==> src/rtl/npcs_pkg.sv <==
`timescale 1ns / 1ps
// ----------------------------------------------------------------------------
// npcs_pkg: shared types and constants for the nearest palette colour search
// Palette geometry, distance widths, field codes and the channel distance
// helper used by the distance unit.
// ----------------------------------------------------------------------------
package npcs_pkg;

  // palette geometry
  localparam int PALETTE_DEPTH = 256;
  localparam int IDX_W         = $clog2(PALETTE_DEPTH);
  localparam int CNT_W         = $clog2(PALETTE_DEPTH + 1);

  // field widths from the channel definitions
  localparam int COLOR_W     = 32;
  localparam int ENTRY_IDX_W = 8;
  localparam int OUT_IDX_W   = 8;
  localparam int ALPHA_W     = 8;
  localparam int COUNT_W     = 9;
  localparam int CFG_IDX_W   = 2;

  // distance: four squared 8-bit differences fit in 18 bits
  localparam int SQ_W   = 16;
  localparam int DIST_W = SQ_W + 2;
  localparam logic [DIST_W-1:0] DIST_LIMIT = DIST_W'(32767);

  // skip of entry zero needs more than this many entries in use
  localparam int START_MIN_COUNT = 2;

  // word kinds on the input channel
  localparam logic MODE_LOAD  = 1'b0;
  localparam logic MODE_QUERY = 1'b1;

  // configuration register indexes
  localparam logic [CFG_IDX_W-1:0] CFG_ALPHA_THRESHOLD   = 2'd0;
  localparam logic [CFG_IDX_W-1:0] CFG_TRANSPARENCY_ON   = 2'd1;
  localparam logic [CFG_IDX_W-1:0] CFG_PALETTE_COUNT     = 2'd2;
  localparam logic [CFG_IDX_W-1:0] CFG_TRANSPARENT_COLOR = 2'd3;

  // reset values of the configuration registers
  localparam logic [ALPHA_W-1:0] ALPHA_THRESHOLD_RST   = 8'd15;
  localparam logic               TRANSPARENCY_ON_RST   = 1'b0;
  localparam logic [COUNT_W-1:0] PALETTE_COUNT_RST     = 9'd256;
  localparam logic [COLOR_W-1:0] TRANSPARENT_COLOR_RST = 32'h00FF_FFFF;

  // one candidate leaving the distance unit
  typedef struct packed {
    logic              valid;
    logic [IDX_W-1:0]  idx;
    logic [DIST_W-1:0] dist_sq;
  } cand_t;

  // squared difference of two 8-bit channels
  function automatic logic [SQ_W-1:0] sq_diff(input logic [7:0] a, input logic [7:0] b);
    logic [7:0] d;
    begin
      d = (a >= b) ? (a - b) : (b - a);
      sq_diff = SQ_W'(d) * SQ_W'(d);
    end
  endfunction

endpackage

==> src/rtl/npcs_dist.sv <==
`timescale 1ns / 1ps
// ----------------------------------------------------------------------------
// npcs_dist: shared squared-distance unit
// Takes one palette entry per cycle against the held query colour and
// registers the sum of squared ARGB channel differences with its index.
// ----------------------------------------------------------------------------
module npcs_dist (
  input  logic                          clk,
  input  logic                          rst,
  input  logic                          entry_valid,
  input  logic [npcs_pkg::IDX_W-1:0]    entry_idx,
  input  logic [npcs_pkg::COLOR_W-1:0]  entry_color,
  input  logic [npcs_pkg::COLOR_W-1:0]  query_color,
  output npcs_pkg::cand_t               cand
);

  logic [npcs_pkg::SQ_W-1:0]   sq_a;
  logic [npcs_pkg::SQ_W-1:0]   sq_r;
  logic [npcs_pkg::SQ_W-1:0]   sq_g;
  logic [npcs_pkg::SQ_W-1:0]   sq_b;
  logic [npcs_pkg::DIST_W-1:0] dist_next;

  // per-channel squares and their sum
  always_comb begin
    sq_a = npcs_pkg::sq_diff(entry_color[31:24], query_color[31:24]);
    sq_r = npcs_pkg::sq_diff(entry_color[23:16], query_color[23:16]);
    sq_g = npcs_pkg::sq_diff(entry_color[15:8],  query_color[15:8]);
    sq_b = npcs_pkg::sq_diff(entry_color[7:0],   query_color[7:0]);
    dist_next = npcs_pkg::DIST_W'(sq_a) + npcs_pkg::DIST_W'(sq_r)
              + npcs_pkg::DIST_W'(sq_g) + npcs_pkg::DIST_W'(sq_b);
  end

  // candidate register
  always_ff @(posedge clk) begin
    if (rst) begin
      cand.valid <= 1'b0;
    end else begin
      cand.valid <= entry_valid;
    end
    cand.idx     <= entry_idx;
    cand.dist_sq <= dist_next;
  end

endmodule

==> config.mk <==
export PLATFORM = sky130hd
export DESIGN_NAME = npcs_dist
export DESIGN_NICKNAME = d
export VERILOG_FILES = /design/src/rtl/npcs_pkg.sv /design/src/rtl/npcs_dist.sv
export SDC_FILE = /design/constraint.sdc
export NUM_CORES = 1
export LEC_CHECK = 0
export BUFFER_PORTS_ARGS = -buffer_cell sky130_fd_sc_hd__buf_2
export CAP_MARGIN = 20
export CORE_ASPECT_RATIO = 1.4
export CORE_MARGIN = 2
export CORE_UTILIZATION = 57
export DETAILED_ROUTE_END_ITERATION = 8
export PLACE_DENSITY = 0.77
export SETUP_SLACK_MARGIN = 0.1
export SYNTH_ARGS = -nofsm -noshare
export SYNTH_HDL_FRONTEND = slang
export SYNTH_SLANG_ARGS = --single-unit
==> constraint.sdc <==
create_clock -name clk -period 9.2 [get_ports clk]
set_clock_uncertainty 0.1 [all_clocks]
set_input_delay 1.84 -clock clk [delete_from_list [all_inputs] [get_ports clk]]
set_output_delay 1.84 -clock clk [all_outputs]
set_load 0.005 [all_outputs]
== Word level (Yosys, flattened, before mapping) ==
Index checks and enable logic that the tools add are counted.

* Register bits after elaboration: 27

* $add $sub $neg: 11
* $mul: 4
* Order comparisons: 4
* Muxes and demuxes: 4

{| class="wikitable"
|+ Operators with widths
! operator !! count
|-
| 8-bit by 8-bit multiplier with 16-bit output || 4
|-
| 8-bit subtractor || 8
|-
| 8-bit >= comparator || 4
|-
| 8-bit two-way mux || 4
|-
| 17-bit by 16-bit adder with 18-bit output || 1
|-
| 18-bit by 16-bit adder with 18-bit output || 1
|-
| 16-bit by 16-bit adder with 17-bit output || 1
|}

== Depth between registers and ports, before layout ==
* Depth after elaboration: 6
* Depth in mapped cells: 35
* Mapped depth without buffers: 34

== Least setup slack after synthesis ==
OpenSTA, ideal clock, no wires.

* Path type: in2reg
* Start: in entry_color[24] (netlist name)
* End: reg cand[15] (netlist name)
* Library setup time: 0.062 ns
* Arrival time: 9.719 ns
* Data required time: 9.038 ns
* Setup slack: -0.681 ns
* Stages: 30
* Buffers on the path: 0
* Path through: inv_1 > ha_1 > inv_1 > fa_1 > a21o_1 > a21oi_1 > a31oi_1 > o22ai_2 > mux2_2 > xnor2_2 > nand2_1 > fa_1 > inv_1 > fa_1 > fa_1 > inv_1 > fa_1 > inv_1 > fa_1 > fa_1 > fa_1 > inv_1 > fa_1 > inv_1 > ha_1 > a2111o_1 > o211ai_1 > nand2_1 > a2111oi_0 > nand3b_1

* Cells in the longest elaborated chain, start to end: 6
* Elaborated cells between the ends (all ways): 8

{| class="wikitable"
|+ Ends and longest elaborated chain
! item !! line !! text
|-
| from (decl) || npcs_dist.sv:12 || <nowiki>input logic [npcs_pkg::COLOR_W-1:0] entry_color,</nowiki>
|-
| 8-bit subtractor / 8-bit >= comparator (equally long branches) || npcs_pkg.sv:57 || <nowiki>d = (a >= b) ? (a - b) : (b - a);</nowiki>
|-
| 8-bit two-way mux (*) || npcs_pkg.sv:57 ||
|-
| 8-bit by 8-bit multiplier with 16-bit output (*) || npcs_pkg.sv:58 || <nowiki>sq_diff = SQ_W'(d) * SQ_W'(d);</nowiki>
|-
| 16-bit by 16-bit adder with 17-bit output (*) || npcs_dist.sv:29 || <nowiki>dist_next = npcs_pkg::DIST_W'(sq_a) + npcs_pkg::DIST_W'(sq_r)</nowiki>
|-
| 17-bit by 16-bit adder with 18-bit output (*) || npcs_dist.sv:30 || <nowiki>+ npcs_pkg::DIST_W'(sq_g) + npcs_pkg::DIST_W'(sq_b);</nowiki>
|-
| 18-bit by 16-bit adder with 18-bit output (*) || npcs_dist.sv:30 ||
|-
| via dist_next (one bit) || npcs_dist.sv:21 || <nowiki>logic [npcs_pkg::DIST_W-1:0] dist_next;</nowiki>
|-
| to (decl) || npcs_dist.sv:14 || <nowiki>output npcs_pkg::cand_t cand</nowiki>
|}

The timed path passes the listed nets; every way through them passes the cells marked *.
A chain may end at the register's enable or synchronous reset.

== Worst setup path after layout ==
Ends and elaborated chain as after synthesis.

==> out/metrics.csv <==
metric;value;unit
Final Hold Vio Count;0;
Hold Slack;1.552;ns
Pre-antenna DRT Iters;5;
Root Buffer;clkbuf_16;
crit path from;entry_color[24];
site row count;58;
top_reg_cell synth;dfxtp_1;
Die Ht;164.8;um
ant diodes;0;
Crit Path Max Fanout;4;
hold_buf cts;0;
Final GP Congestion;0.9426;
largest net degree at the start of global routing;18;
H-tree Lvls;1;
DR iter-0 viols;462;
final period demand of the worst path;9.728;ns
cells after synthesis;1181;
Top reg by flops;cand;
Worst-path clk slew;0.08;ns
Num CTS Buffers;3;
gr ovfl total;0;
core area;0.01807;sq mm
final-stage net count;1949;
syn_nets;1611;
status;finished, violations left;
# IOs;102;
Max Clock Freq;102.8;MHz
Final Setup Violations;7;
initial antenna violation count;0;
slowest stage delay, CP;0.59;ns
final slew viol count;0;
Arrival @ worst endpoint;9.85;ns
ANT nets after route;0;
DR vias;9285;
die area;0.01959;sq mm
DR vias/cell;5.282;
fill count;1172;
DP Worst Slack;-0.9102;ns
failing checks;negative setup slack;
CP Launch Type;input port;
mapped cell area;0.01053;sq mm
clk sink count;27;
width of the die;118.9;um
layout cells sized above 1;31.55;%
fin crit share;105.7;%
vias in the first global route;10330;
Routed WL;27970;um
asr flop ratio synth;0;%
critical path required time;9.32;ns
synth unique cells;68;
worst setup margin;-0.5276;ns
max cap viols;0;
Worst-Margin Slew;0.5729;ns
RSZ-0062 raised after global routing;yes;
synth warn;0;
Critical-path top delay cell;fa_1;
Hold Path Class;in2reg;
crit path kind;in2reg;
registers with the most flip-flops;cand: 27 flops;
sequential share of the synthesized area;5.134;%
Final HPWL DP;23210;um
area grow syn2layout;31.36;%
gr usage total;28.52;%
Post-synth EDFFs;0;
Wirelength per Cell;15.91;um
Port Buf Inserts;101;
first-pass GRT wire length;45170;um
Max clock buf depth;2;
Mean Syn Cell Area;8.915;sq um
endpoint class of the critical path;flop;
CTS tree;done;
drt drc;0;
Starting Density;58.27;%
Rel. slew slack;61.40;%
CP endpoint;cand[15];
max FFs per register;27;
Seq cells post-synth;27;
Crit path top cell by count;fa_1;
[through the flow]
stage | std cells | setup TNS [ns] | area [sq um] | util [%]
after floorplan | 1181 | -0.4109 | 10760 | -
after global placement | 1730 | -4.858 | 13170 | 72.86
after detailed placement | 1730 | -5.709 | 13170 | 72.86
after CTS | 1743 | -1.806 | 13490 | 74.64
after global routing | 1758 | -4.946 | 13830 | 76.54
final | 1758 | -2.543 | 13830 | 76.54
[repair_timing]
action	CTS	global route
resized for setup	36	53
cloned	2	0
setup endpoints to repair	10	11
pin swaps	12	23
setup buffers	7	15
[worst max-delay path: cells and delay by family]
kind,cells,cell delay (ns)
buffers and inverters,10,0.97
multiplexers,1,0.25
adder cells (fa/ha/maj),11,4.63
XOR/XNOR,1,0.19
AO/OA/AOI/OAI,7,1.71
AND/OR/NAND/NOR,2,0.29
[cell type report]
cell class              instances  area [sq um]  share of cell area, %
multi-input cells             805          9230                  66.74
clock inverters                 1         8.758                0.06333
repair buffers                353          2426                  17.54
clock buffers                   3         75.07                 0.5428
flip-flops and latches         27         540.5                  3.908
well taps                     240         300.3                  2.171
inverters                     329          1250                  9.037
[cell families after synthesis]
logic type	after synthesis	synth area share, %
AOI/OAI and AO/OA	161	10.17
xor gates and xnor gates	39	3.779
adders and majority gates	355	55.73
buffers and inverters	349	12.63
DFF	27	5.134
muxes	21	2.258
and+or+nand+nor	229	10.29
[metal layers]
| layer | global-route usage (%) | part of all wire, % | wire, um | up-vias |
|---|---|---|---|---|
| met4 | 15.37 | 6.4 | 1796 | 0 |
| met3 | 2.970 | 4.2 | 1180 | 155 |
| met5 | 0 | 0 | 0 | - |
| met2 | 56.40 | 56 | 15590 | 335 |
| met1 | 29.08 | 34 | 9401 | 4481 |
| li1 | - | - | - | 4314 |
[how the worst min path moves through the flow]
stage | start | endpoint | slack, ns | depth (start not counted)
final | entry_idx[5] | cand[23] | 1.55 | 1
after global routing | entry_idx[7] | cand[25] | 1.55 | 1
after CTS | entry_idx[0] | cand[18] | 1.55 | 1
after detailed placement | entry_idx[2] | cand[20] | 1.84 | 1
after global placement | entry_idx[2] | cand[20] | 1.84 | 1
after floorplan | entry_idx[0] | cand[18] | 1.77 | 0
[layout by cell type, fill, tap and decap left out, drive strengths merged, types with 2 or more instances in the layout]
| master | n |
|---|---|
| a2111oi | 3 |
| a211oi | 9 |
| a21o | 20 |
| a21oi | 49 |
| a311oi | 4 |
| a31oi | 5 |
| and2 | 7 |
| and3 | 4 |
| buf | 353 |
| clkbuf | 3 |
| dfxtp | 27 |
| fa | 190 |
| ha | 165 |
| inv | 330 |
| mux2 | 3 |
| mux2i | 18 |
| nand2 | 44 |
| nand2b | 19 |
| nand3 | 15 |
| nand3b | 4 |
| nand4 | 4 |
| nor2 | 90 |
| nor2b | 13 |
| nor3 | 12 |
| o2111ai | 2 |
| o211ai | 8 |
| o21a | 4 |
| o21ai | 34 |
| o21bai | 8 |
| o22ai | 2 |
| o31ai | 2 |
| or2 | 7 |
| or3 | 5 |
| or4 | 2 |
| xnor2 | 26 |
| xor2 | 13 |
[synthesized netlist by cell type (all sizes together) (5+ instances only)]
master / count / area [sq um]
a31oi: 5 / 31.28
dfxtp: 27 / 540.5
o211ai: 8 / 60.06
xor2: 13 / 121.4
a21oi: 49 / 252.8
xnor2: 26 / 276.5
nand2: 44 / 165.2
or2: 7 / 43.79
o21ai: 34 / 170.2
mux2i: 18 / 203.9
fa: 190 / 3804
ha: 165 / 2064
nor3: 12 / 60.06
nand2b: 19 / 118.9
clkbuf: 12 / 46.29
a21o: 20 / 150.1
nor2: 90 / 342.8
or3: 5 / 31.28
a211oi: 9 / 72.57
buf: 8 / 48.80
nor2b: 13 / 81.33
o21bai: 8 / 63.81
nand3: 15 / 75.07
and2: 7 / 43.79
inv: 329 / 1235
Power is not shown: default switching activity piles up to over one toggle a cycle in this logic, so the estimate is an artifact.
